[src/rtl/bmpfb_pkg.sv]
// shared types and constants for the bmp row to framebuffer writer
package bmpfb_pkg;

    localparam int BYTE_W     = 8;
    localparam int IMG_W_W    = 10;
    localparam int IMG_H_W    = 9;
    localparam int PIX_W      = 24;
    localparam int FB_ADDR_W  = 19;
    localparam int CFG_IDX_W  = 3;
    localparam int CFG_DATA_W = 10;
    localparam int M_FIELD_W  = FB_ADDR_W + PIX_W;
    localparam int M_TDATA_W  = ((M_FIELD_W + 7) / 8) * 8;

    localparam logic [CFG_IDX_W-1:0] REG_IMAGE_WIDTH  = 3'd0;
    localparam logic [CFG_IDX_W-1:0] REG_IMAGE_HEIGHT = 3'd1;
    localparam logic [CFG_IDX_W-1:0] REG_LEFT_OFFSET  = 3'd2;
    localparam logic [CFG_IDX_W-1:0] REG_TOP_OFFSET   = 3'd3;
    localparam logic [CFG_IDX_W-1:0] REG_CENTER_MODE  = 3'd4;

    localparam logic [1:0] PH_BLUE  = 2'd0;
    localparam logic [1:0] PH_GREEN = 2'd1;
    localparam logic [1:0] PH_RED   = 2'd2;

    typedef struct packed {
        logic [IMG_W_W-1:0] image_width;
        logic [IMG_H_W-1:0] image_height;
        logic [IMG_W_W-1:0] left_offset;
        logic [IMG_H_W-1:0] top_offset;
        logic               center_mode;
    } cfg_t;

    localparam cfg_t CFG_RESET = '{
        image_width:  10'd800,
        image_height: 9'd480,
        left_offset:  10'd0,
        top_offset:   9'd0,
        center_mode:  1'b0
    };

    typedef struct packed {
        logic [PIX_W-1:0] pixel_word;
        logic             last_pixel;
    } pix_t;

endpackage

[src/rtl/bmpfb_unpack.sv]
// byte sequencer: pixel assembly, padding drop, screen position and clipping
module bmpfb_unpack #(
    parameter int SCREEN_WIDTH  = 800,
    parameter int SCREEN_HEIGHT = 480,
    parameter int XUW = $clog2(SCREEN_WIDTH),
    parameter int YUW = $clog2(SCREEN_HEIGHT)
) (
    input  logic                        aclk,
    input  logic                        aresetn,
    input  bmpfb_pkg::cfg_t             cfg,
    input  logic                        in_valid,
    output logic                        in_ready,
    input  logic [bmpfb_pkg::BYTE_W-1:0] in_byte,
    output logic                        out_valid,
    input  logic                        out_ready,
    output logic [XUW-1:0]              out_x,
    output logic [YUW-1:0]              out_y,
    output bmpfb_pkg::pix_t             out_pix
);

    localparam int XSW = ((XUW > bmpfb_pkg::IMG_W_W) ? XUW : bmpfb_pkg::IMG_W_W) + 2;
    localparam int YSW = ((YUW > bmpfb_pkg::IMG_H_W) ? YUW : bmpfb_pkg::IMG_H_W) + 2;
    localparam logic [XSW-1:0] SW_L   = XSW'(SCREEN_WIDTH);
    localparam logic [YSW-1:0] SH_L   = YSW'(SCREEN_HEIGHT);
    localparam logic [XSW-1:0] HALF_W = XSW'(SCREEN_WIDTH / 2);
    localparam logic [YSW-1:0] HALF_H = YSW'(SCREEN_HEIGHT / 2);

    logic [1:0]                        phase_reg, phase_next;
    logic [bmpfb_pkg::IMG_W_W-1:0]     col_reg, col_next;
    logic [bmpfb_pkg::IMG_H_W-1:0]     row_reg, row_next;
    logic [1:0]                        pad_reg, pad_next;
    logic [bmpfb_pkg::BYTE_W-1:0]      blue_reg, blue_next;
    logic [bmpfb_pkg::BYTE_W-1:0]      green_reg, green_next;
    logic                              a_valid_reg, a_valid_next;
    logic [XUW-1:0]                    a_x_reg;
    logic [YUW-1:0]                    a_y_reg;
    bmpfb_pkg::pix_t                   a_pix_reg;

    logic                              accept;
    logic                              zero_dim;
    logic                              in_pad;
    logic [1:0]                        npad;
    logic [1:0]                        pad_inc;
    logic [bmpfb_pkg::IMG_W_W-1:0]     col_inc;
    logic [bmpfb_pkg::IMG_H_W-1:0]     row_inc;
    logic                              end_row;
    logic                              emit;
    logic                              last;
    logic [XSW-1:0]                    x_off, x_pos;
    logic [YSW-1:0]                    y_off, y_pos;
    logic                              on_screen;

    assign accept   = in_valid && in_ready;
    assign in_ready = !a_valid_reg || out_ready;
    assign zero_dim = (cfg.image_width == '0) || (cfg.image_height == '0);
    assign in_pad   = col_reg >= cfg.image_width;
    // (4 - 3w mod 4) mod 4 reduces to w mod 4
    assign npad     = cfg.image_width[1:0];
    assign pad_inc  = pad_reg + 2'd1;
    assign col_inc  = col_reg + 10'd1;
    assign row_inc  = row_reg + 9'd1;
    assign last     = (row_reg == cfg.image_height - 9'd1)
                   && (col_reg == cfg.image_width - 10'd1);

    always_comb begin
        if (cfg.center_mode) begin
            x_off = HALF_W - XSW'(cfg.image_width >> 1);
            y_off = HALF_H - YSW'(cfg.image_height >> 1);
        end else begin
            x_off = XSW'(cfg.left_offset);
            y_off = YSW'(cfg.top_offset);
        end
    end

    assign x_pos = XSW'(col_reg) + x_off;
    assign y_pos = YSW'(cfg.image_height) - YSW'(1) - YSW'(row_reg) + y_off;
    assign on_screen = !x_pos[XSW-1] && (x_pos < SW_L)
                    && !y_pos[YSW-1] && (y_pos < SH_L);

    always_comb begin
        phase_next = phase_reg;
        col_next   = col_reg;
        row_next   = row_reg;
        pad_next   = pad_reg;
        blue_next  = blue_reg;
        green_next = green_reg;
        end_row    = 1'b0;
        emit       = 1'b0;
        if (accept && !zero_dim) begin
            priority if (in_pad) begin
                pad_next = pad_inc;
                end_row  = pad_inc >= npad;
            end else if (phase_reg == bmpfb_pkg::PH_BLUE) begin
                blue_next  = in_byte;
                phase_next = bmpfb_pkg::PH_GREEN;
            end else if (phase_reg == bmpfb_pkg::PH_GREEN) begin
                green_next = in_byte;
                phase_next = bmpfb_pkg::PH_RED;
            end else begin
                phase_next = bmpfb_pkg::PH_BLUE;
                col_next   = col_inc;
                end_row    = (col_inc >= cfg.image_width) && (npad == 2'd0);
                emit       = on_screen;
            end
            if (end_row) begin
                col_next   = '0;
                pad_next   = '0;
                phase_next = bmpfb_pkg::PH_BLUE;
                row_next   = (row_inc >= cfg.image_height) ? '0 : row_inc;
            end
        end
    end

    always_comb begin
        if (accept) begin
            a_valid_next = emit;
        end else if (out_ready) begin
            a_valid_next = 1'b0;
        end else begin
            a_valid_next = a_valid_reg;
        end
    end

    always_ff @(posedge aclk) begin
        if (!aresetn) begin
            phase_reg   <= bmpfb_pkg::PH_BLUE;
            col_reg     <= '0;
            row_reg     <= '0;
            pad_reg     <= '0;
            blue_reg    <= '0;
            green_reg   <= '0;
            a_valid_reg <= 1'b0;
        end else begin
            phase_reg   <= phase_next;
            col_reg     <= col_next;
            row_reg     <= row_next;
            pad_reg     <= pad_next;
            blue_reg    <= blue_next;
            green_reg   <= green_next;
            a_valid_reg <= a_valid_next;
        end
    end

    always_ff @(posedge aclk) begin
        if (accept && emit) begin
            a_x_reg              <= x_pos[XUW-1:0];
            a_y_reg              <= y_pos[YUW-1:0];
            a_pix_reg.pixel_word <= {in_byte, green_reg, blue_reg};
            a_pix_reg.last_pixel <= last;
        end
    end

    assign out_valid = a_valid_reg;
    assign out_x     = a_x_reg;
    assign out_y     = a_y_reg;
    assign out_pix   = a_pix_reg;

endmodule

[src/rtl/bmp_rows_to_framebuffer_writer_unit.sv]
// top level: config registers, byte sequencer and framebuffer address stage
//
//  channel  dir  handshake             payload
//  s_       in   s_tvalid/s_tready     s_tdata: data_byte
//  m_       out  m_tvalid/m_tready     m_tdata: fb_address, pixel_word; m_tlast: last_pixel
//  cfg_     in   cfg_valid/cfg_ready   cfg_index, cfg_data
//
//  one word per cycle while m_tready holds; a pixel write leaves after its red byte passes
//  through the sequencer register and then the address multiply register
//  reset clears counters, phase and valids; config returns to its defaults
//  a stalled m_ side backs up through both stages to s_tready
module bmp_rows_to_framebuffer_writer_unit #(
    parameter int SCREEN_WIDTH  = 800,
    parameter int SCREEN_HEIGHT = 480
) (
    input  logic                              aclk,
    input  logic                              aresetn,
    input  logic                              s_tvalid,
    output logic                              s_tready,
    input  logic [bmpfb_pkg::BYTE_W-1:0]      s_tdata,    // [7:0] data_byte
    output logic                              m_tvalid,
    input  logic                              m_tready,
    output logic [bmpfb_pkg::M_TDATA_W-1:0]   m_tdata,    // [18:0] fb_address, [42:19] pixel_word
    output logic                              m_tlast,    // last_pixel
    input  logic                              cfg_valid,
    output logic                              cfg_ready,
    input  logic [bmpfb_pkg::CFG_IDX_W-1:0]   cfg_index,
    input  logic [bmpfb_pkg::CFG_DATA_W-1:0]  cfg_data
);

    localparam int XUW = $clog2(SCREEN_WIDTH);
    localparam int YUW = $clog2(SCREEN_HEIGHT);
    localparam int LW  = $clog2(SCREEN_WIDTH * SCREEN_HEIGHT);
    localparam int PW  = (LW > bmpfb_pkg::FB_ADDR_W) ? LW : bmpfb_pkg::FB_ADDR_W;
    localparam int PAD_W = bmpfb_pkg::M_TDATA_W - bmpfb_pkg::M_FIELD_W;

    bmpfb_pkg::cfg_t                  cfg_reg, cfg_next;
    logic                             a_valid;
    logic                             a_ready;
    logic [XUW-1:0]                   a_x;
    logic [YUW-1:0]                   a_y;
    bmpfb_pkg::pix_t                  a_pix;
    logic [PW-1:0]                    addr_full;
    logic                             m_valid_reg, m_valid_next;
    logic [bmpfb_pkg::FB_ADDR_W-1:0]  m_addr_reg;
    bmpfb_pkg::pix_t                  m_pix_reg;

    assign cfg_ready = 1'b1;

    always_comb begin
        cfg_next = cfg_reg;
        if (cfg_valid && cfg_ready) begin
            unique case (cfg_index)
                bmpfb_pkg::REG_IMAGE_WIDTH:  cfg_next.image_width  = cfg_data;
                bmpfb_pkg::REG_IMAGE_HEIGHT: cfg_next.image_height = cfg_data[8:0];
                bmpfb_pkg::REG_LEFT_OFFSET:  cfg_next.left_offset  = cfg_data;
                bmpfb_pkg::REG_TOP_OFFSET:   cfg_next.top_offset   = cfg_data[8:0];
                bmpfb_pkg::REG_CENTER_MODE:  cfg_next.center_mode  = cfg_data[0];
                default:                     cfg_next = cfg_reg;
            endcase
        end
    end

    always_ff @(posedge aclk) begin
        if (!aresetn) begin
            cfg_reg <= bmpfb_pkg::CFG_RESET;
        end else begin
            cfg_reg <= cfg_next;
        end
    end

    bmpfb_unpack #(
        .SCREEN_WIDTH  (SCREEN_WIDTH),
        .SCREEN_HEIGHT (SCREEN_HEIGHT),
        .XUW           (XUW),
        .YUW           (YUW)
    ) u_unpack (
        .aclk      (aclk),
        .aresetn   (aresetn),
        .cfg       (cfg_reg),
        .in_valid  (s_tvalid),
        .in_ready  (s_tready),
        .in_byte   (s_tdata),
        .out_valid (a_valid),
        .out_ready (a_ready),
        .out_x     (a_x),
        .out_y     (a_y),
        .out_pix   (a_pix)
    );

    assign a_ready   = !m_valid_reg || m_tready;
    assign addr_full = PW'(a_y) * PW'(SCREEN_WIDTH) + PW'(a_x);

    always_comb begin
        if (a_valid && a_ready) begin
            m_valid_next = 1'b1;
        end else if (m_tready) begin
            m_valid_next = 1'b0;
        end else begin
            m_valid_next = m_valid_reg;
        end
    end

    always_ff @(posedge aclk) begin
        if (!aresetn) begin
            m_valid_reg <= 1'b0;
        end else begin
            m_valid_reg <= m_valid_next;
        end
    end

    always_ff @(posedge aclk) begin
        if (a_valid && a_ready) begin
            m_addr_reg <= addr_full[bmpfb_pkg::FB_ADDR_W-1:0];
            m_pix_reg  <= a_pix;
        end
    end

    assign m_tvalid = m_valid_reg;
    assign m_tdata  = {PAD_W'(0), m_pix_reg.pixel_word, m_addr_reg};
    assign m_tlast  = m_pix_reg.last_pixel;

endmodule

[config.mk]
export PLATFORM = sky130hd
export DESIGN_NAME = bmp_rows_to_framebuffer_writer_unit
export DESIGN_NICKNAME = d
export VERILOG_FILES = /design/src/rtl/bmpfb_pkg.sv /design/src/rtl/bmpfb_unpack.sv /design/src/rtl/bmp_rows_to_framebuffer_writer_unit.sv
export SDC_FILE = /design/constraint.sdc
export NUM_CORES = 1
export LEC_CHECK = 0
export ABC_AREA = 1
export BUFFER_PORTS_ARGS = -buffer_cell sky130_fd_sc_hd__buf_2
export CORE_ASPECT_RATIO = 0.6
export CORE_MARGIN = 3
export CORE_UTILIZATION = 30
export CTS_CLUSTER_DIAMETER = 200
export DETAILED_ROUTE_END_ITERATION = 10
export GPL_TIMING_DRIVEN = 0
export PLACE_DENSITY = 0.44
export SLEW_MARGIN = 5
export SYNTH_ARGS = -nofsm -noshare
export SYNTH_HDL_FRONTEND = slang
export SYNTH_HIERARCHICAL = 1
export SYNTH_SLANG_ARGS = --single-unit
[constraint.sdc]
create_clock -name aclk -period 5.1 [get_ports aclk]
set_clock_uncertainty 0.1 [all_clocks]
set_input_delay 0.51 -clock aclk [delete_from_list [all_inputs] [get_ports aclk]]
set_output_delay 0.51 -clock aclk [all_outputs]
set_load 0.02 [all_outputs]
# Word level (Yosys, flattened, before mapping)
# Cells that the tools add are included.
[classes]
n_addsub = 12
multipliers = 1
div = 0
n_lt_le_gt_ge = 6
eq_ne = 10
n_shift = 0
mux = 25
n_bitwise = 2
n_reduce_logical = 36
[ops]
columns = ["cell", "count"]
rows = [
  ["$mux W10", 4],
  ["$ge A10 B10 Y1", 2],
  ["$add A19 B10 Y19", 1],
  ["$reduce_and A2 Y1", 8],
  ["$mul A9 B5 Y14 const B", 1],
  ["$add A10 B12 Y12", 1],
  ["$lt A12 B10 Y1 const B", 1],
  ["$mux W1", 12],
  ["$mux W12", 1],
  ["$mux W2", 6],
  ["$add A11 B11 Y11", 1],
  ["$lt A11 B9 Y1 const B", 1],
  ["$mux W11", 1],
  ["$sub A11 B9 Y11", 1],
  ["$add A10 B1 Y10 const B", 1],
  ["$eq A10 B10 Y1", 1],
  ["$logic_not A10 Y1", 1],
  ["$sub A10 B1 Y10 const B", 1],
  ["$sub A9 B1 Y10 const B", 1],
  ["$sub A9 B9 Y10 const A", 1],
  ["$add A9 B1 Y9 const B", 1],
  ["$eq A9 B9 Y1", 1],
  ["$ge A9 B9 Y1", 1],
  ["$logic_and A1 B1 Y1", 9],
  ["19 further kinds", 33],
]
[word_totals]
reg_bits = 168
latchBits = 0
ramBits = 0
rom_bits = 0
input_bits = 26
output_inout_bits = 52
word_cells = 112
n_memories = 0

# Logic depth before layout (Yosys ltp)
[logic_depth]
word_depth = 12
mapped_depth = 22

# Modules after synthesis
# The synthesis kept the hierarchy.
[by_module_without_submodules]
columns = ["mod", "instances", "cells_per_inst", "area_per_inst_um2", "seq_area_each_um2"]
rows = [
  ["bmpfb_unpack", 1, 855, 6371.1, 2122.0],
  ["bmp_rows_to_framebuffer_writer_unit", 1, 444, 4131.5, 2122.0],
]

# Worst setup path after synthesis
# No wires, ideal clock.
[synth_path]
path_kind = "reg-to-reg"
from = "reg cfg_reg[22] in the netlist's numbering"
to = "reg u_unpack.a_pix_reg (netlist bit u_unpack/out_pix[0]), enable pin"
setup_time_ns = 0.398
arrival_ns = 3.749
t_required_ns = 4.602
setup_slack_ns = 0.853
path_stages_with_launch = 23
period_less_slack_ns = 4.247
cell_sequence = "dfxtp_1 > inv_1 > ha_1 > nand3_1 > nand2_1 > nor2_1 > inv_1 > nor2_1 > inv_1 > nor2_1 > a21oi_1 > fa_1 > inv_1 > ha_1 > nand2_1 > inv_1 > a21boi_0 > nand2_1 > nand2_1 > nand3_1 > nor2_2 > nand4_1 > inv_1"
[synth_via]
elab_chain_cells = 11
[synth_rtl]
columns = ["item", "line_no", "text"]
rows = [
  ["start, declared", "bmp_rows_to_framebuffer_writer_unit.sv:37", "bmpfb_pkg::cfg_t cfg_reg, cfg_next;"],
  ["start signal, assigned", "bmp_rows_to_framebuffer_writer_unit.sv:66", "cfg_reg <= bmpfb_pkg::CFG_RESET;"],
  ["start signal, assigned", "bmp_rows_to_framebuffer_writer_unit.sv:68", "cfg_reg <= cfg_next;"],
  ["parallel branches: the longest is 9 deep, another holds $sub A11 B9 Y11", "--", ""],
  ["$mux W1 *", "bmpfb_unpack.sv:89", "if (accept && !zero_dim) begin"],
  ["$logic_and A1 B1 Y1 *", "bmpfb_unpack.sv:145", "if (accept && emit) begin"],
  ["end, declared", "bmpfb_unpack.sv:37", "bmpfb_pkg::pix_t a_pix_reg;"],
]
# Mark *: on every way between the ends.
# A chain may end at the register's enable or synchronous reset.

# Final worst setup path
[layout_path]
from = "reg cfg_reg[22] in the netlist's numbering"
to = "reg u_unpack.a_pix_reg (netlist bit u_unpack/out_pix[4]), enable pin"
# The elaborated chain is that of the path after synthesis.

==> impl_metrics.yaml <==
status:
  status: "complete, no violations"
final_layout:
  stdcell_area_sq_mm: 0.0121
  largest_reg_flops: 39
  layout_common_cells: "nand2_1, inv_1, nor2_1"
  areaGrowthSynthToFinish_pct: 15.1
  layout_commonest_cell: "nand2_1"
  final_nets: 1534
  final_layout_size_suffix_gt1_frac: 0.112
detailed_routing:
  wl_per_cell_um: 16.3
  drcViolationCount: 0
  viasPerCell: 4.68
  via_count: 8735
  routed_wl_mm: 30.4
  drt_iter0_markers: 672
  drt_first_pass_iters: 5
  postRouteAntennaNets: 0
setup_path:
  cpPeakStageDelay_ns: 0.55
  startpoint_type: "flop"
  r2r.worst_path.cells: 22
  r2r_end: "u_unpack/out_pix[4]$_DFFE_PP_"
  end_kind: "flop"
  worstPathCellList: "inv_1 -> ha_1 -> nand3_1 -> nand2_1 -> nor2_1 -> inv_1 -> nor2_1 -> inv_1 -> nor2_1 -> a21oi_1 -> fa_1 -> inv_1 -> ha_1 -> nand2_1 -> nor2_1 -> nand3_1 -> nand4_1 -> nand3_1 -> nor2_4 -> nand4_1 -> inv_4 -> buf_12"
  r2r_start: "cfg_reg[22]$_SDFFE_PN0P_"
  worstSetupPathType: "flop to flop"
  worstPathArrival_ns: 4.75
  required_ns: 5.14
  r2r_slack_ns: 0.39
  crit_path_top_delay_cell: "fa_1"
  worst-path-max-fanout: 34
grt:
  gr-total-overflow: 0
  grt_pass1_wl_mm: 47.6
  grt_use_total: 0.170
  grt_pass1_vias: 8130
  antenna_found_initial: 1
  grt_max_degree: 35
place:
  place_area_sq_mm: 0.0115
  gp_congestion: 0.867
  io_buffer_count: 71
  dp_hpwl_mm: 24.0
synthesis:
  yosysWarnings: 6
  synth_cells: 1299
  synth_edf_count: 88
  syn_area_sq_mm: 0.0105
  synthArstFlopShare: 0
  yosysUniqueCellTypes: 47
  ys.flop_type: "edfxtp_1"
  synth.avg_cell_area_sq_um: 8.09
  yosysSeqAreaShare: 0.404
  ys_ff_latch: 168
pwr:
  power_mw: 3.27
  powerDensity_mw_per_mm2: 270
  p_leak_nw: 5.56
  ir_drop_uv: 256
die:
  rows: 52
  core-area_sq_mm: 0.0341
  die_w_um: 248
  pin_count: 78
  die_area_sq_mm: 0.0374
  initial_core_util: 0.308
  die_h_um: 151
timing:
  rsz0062_at_grt: "false"
  hold_violations: 0
  maxSlewViolCount: 0
  finalSetupViolCount: 0
  worst_pin_slew_ns: 1.21
  period_minus_slack_ns: 4.71
  slew_headroom: 0.184
  final.setup.tns_ns: 0
  fmax_mhz: 212
  period_share: 0.924
worst_hold_path:
  whs_endpoint: "u_unpack/out_pix[23]$_DFFE_PP_"
  hp-class: "input port to flop"
  min-delay-start: "s_tdata[6]"
  min_path_cells: 1
clocking:
  clock-root-buffer: "clkbuf_16"
  cts_htree_levels: 4
  cts_made_buffers: 17
  clock_sinks: 168
  post_cts_buffers: 0
  tritoncts: "done"
  clock_latency_ns: 0.45
  cts.clk_slew.worst_paths_ns: 0.08
  clockBufferDepth: 2
run:
  maxCapViolCount: 0
==> stage by stage <==
step / hold WS, ns / utilization / setup WS [ns] / instances
2_1_floorplan: 0.300 / - / 0.853 / 1303
3_3_place_gp: 0.301 / 0.336 / -0.688 / 1833
3_5_place_dp: 0.305 / 0.337 / 0.365 / 1835
4_1_cts: 0.141 / 0.354 / 0.332 / 1867
5_1_grt: 0.148 / 0.355 / 0.0572 / 1867
6_report: 0.169 / 0.355 / 0.386 / 1868
==> routing by layer <==
metal | vias to the layer above | routed length, um | GRT usage
met5 | - | 0 | 0
met2 | 233 | 11400 | 0.227
met3 | 17 | 2190 | 0.0449
met4 | 0 | 212 | 0.0323
met1 | 4037 | 16600 | 0.269
li1 | 4448 | - | -
==> cells by family (layout without fill, tap and decap cells) <==
logic type | count (synthesis) | after routing | share of synthesized area
buffers and inverters | 213 | 318 | 0.0807
and+or+nand+nor | 588 | 588 | 0.242
DFF | 168 | 168 | 0.404
other | 2 | 7 | 0.000715
AOI/OAI and AO/OA | 159 | 159 | 0.0808
xor gates and xnor gates | 56 | 56 | 0.0467
adders and majority gates | 113 | 113 | 0.145
==> how the worst max path moves through the flow <==
| stage | depth (start not counted) | from | endpoint | slack [ns] |
|---|---|---|---|---|
| 2_1_floorplan | 22 | cfg_reg[22]$_SDFFE_PN0P_ | u_unpack/out_pix[0]$_DFFE_PP_ | 0.85 |
| 3_3_place_gp | 21 | cfg_reg[22]$_SDFFE_PN0P_ | u_unpack/out_pix[5]$_DFFE_PP_ | -0.69 |
| 3_5_place_dp | 22 | cfg_reg[22]$_SDFFE_PN0P_ | u_unpack/out_pix[13]$_DFFE_PP_ | 0.36 |
| 4_1_cts | 22 | cfg_reg[22]$_SDFFE_PN0P_ | u_unpack/out_pix[3]$_DFFE_PP_ | 0.33 |
| 5_1_grt | 22 | cfg_reg[22]$_SDFFE_PN0P_ | u_unpack/out_pix[4]$_DFFE_PP_ | 0.06 |
| 6_report | 22 | cfg_reg[22]$_SDFFE_PN0P_ | u_unpack/out_pix[4]$_DFFE_PP_ | 0.39 |
==> what timing repair did <==
item                       4_1_cts  5_1_grt
resized for setup                0        2
hold buffers                     0        0
setup endpoints to repair        0       34
==> area by class of cell <==
| type | count | area (sq um) |
|---|---|---|
| repair buffers | 73 | 395 |
| well taps | 459 | 574 |
| flip-flops and latches | 168 | 4240 |
| inverters | 184 | 693 |
| diodes | 1 | 2.50 |
| multi-input cells | 922 | 5440 |
| clock inverters | 15 | 158 |
| plain buffers | 29 | 156 |
| fillers | 3613 | 22000 |
| clock buffers | 17 | 425 |
==> Yosys cell counts (4+ instances only) <==
| cell | number | share of area |
|---|---|---|
| clkbuf_1 | 15 | 0.0054 |
| ha_1 | 98 | 0.12 |
| fa_1 | 15 | 0.029 |
| nand3_2 | 6 | 0.0057 |
| inv_2 | 7 | 0.0025 |
| nor3_1 | 7 | 0.0033 |
| nand3_1 | 100 | 0.048 |
| nand2_2 | 5 | 0.0030 |
| inv_1 | 174 | 0.062 |
| dfxtp_1 | 80 | 0.15 |
| nor2_1 | 149 | 0.053 |
| nor2_2 | 4 | 0.0024 |
| nand2_1 | 282 | 0.10 |
| xnor2_1 | 8 | 0.0067 |
| a21oi_1 | 79 | 0.038 |
| xor2_1 | 48 | 0.040 |
| edfxtp_1 | 88 | 0.25 |
| buf_4 | 7 | 0.0050 |
| o21ai_0 | 59 | 0.028 |
| nand4_1 | 17 | 0.010 |
==> critical path: cells and delay by family (launching register included) <==
family	cells	cell delay [ns]
simple gates	12	1.76
flops	1	0.46
fa+ha+maj	3	1.15
compound gates	1	0.13
buf+inv	6	0.73
==> power breakdown <==
part	switching (mW)	internal, mW
sequential	0.0192	1.45
combinational	0.320	0.167
clock	0.654	0.655
total	0.993	2.28
No activity file was read; power rests on OpenSTA's default activity.
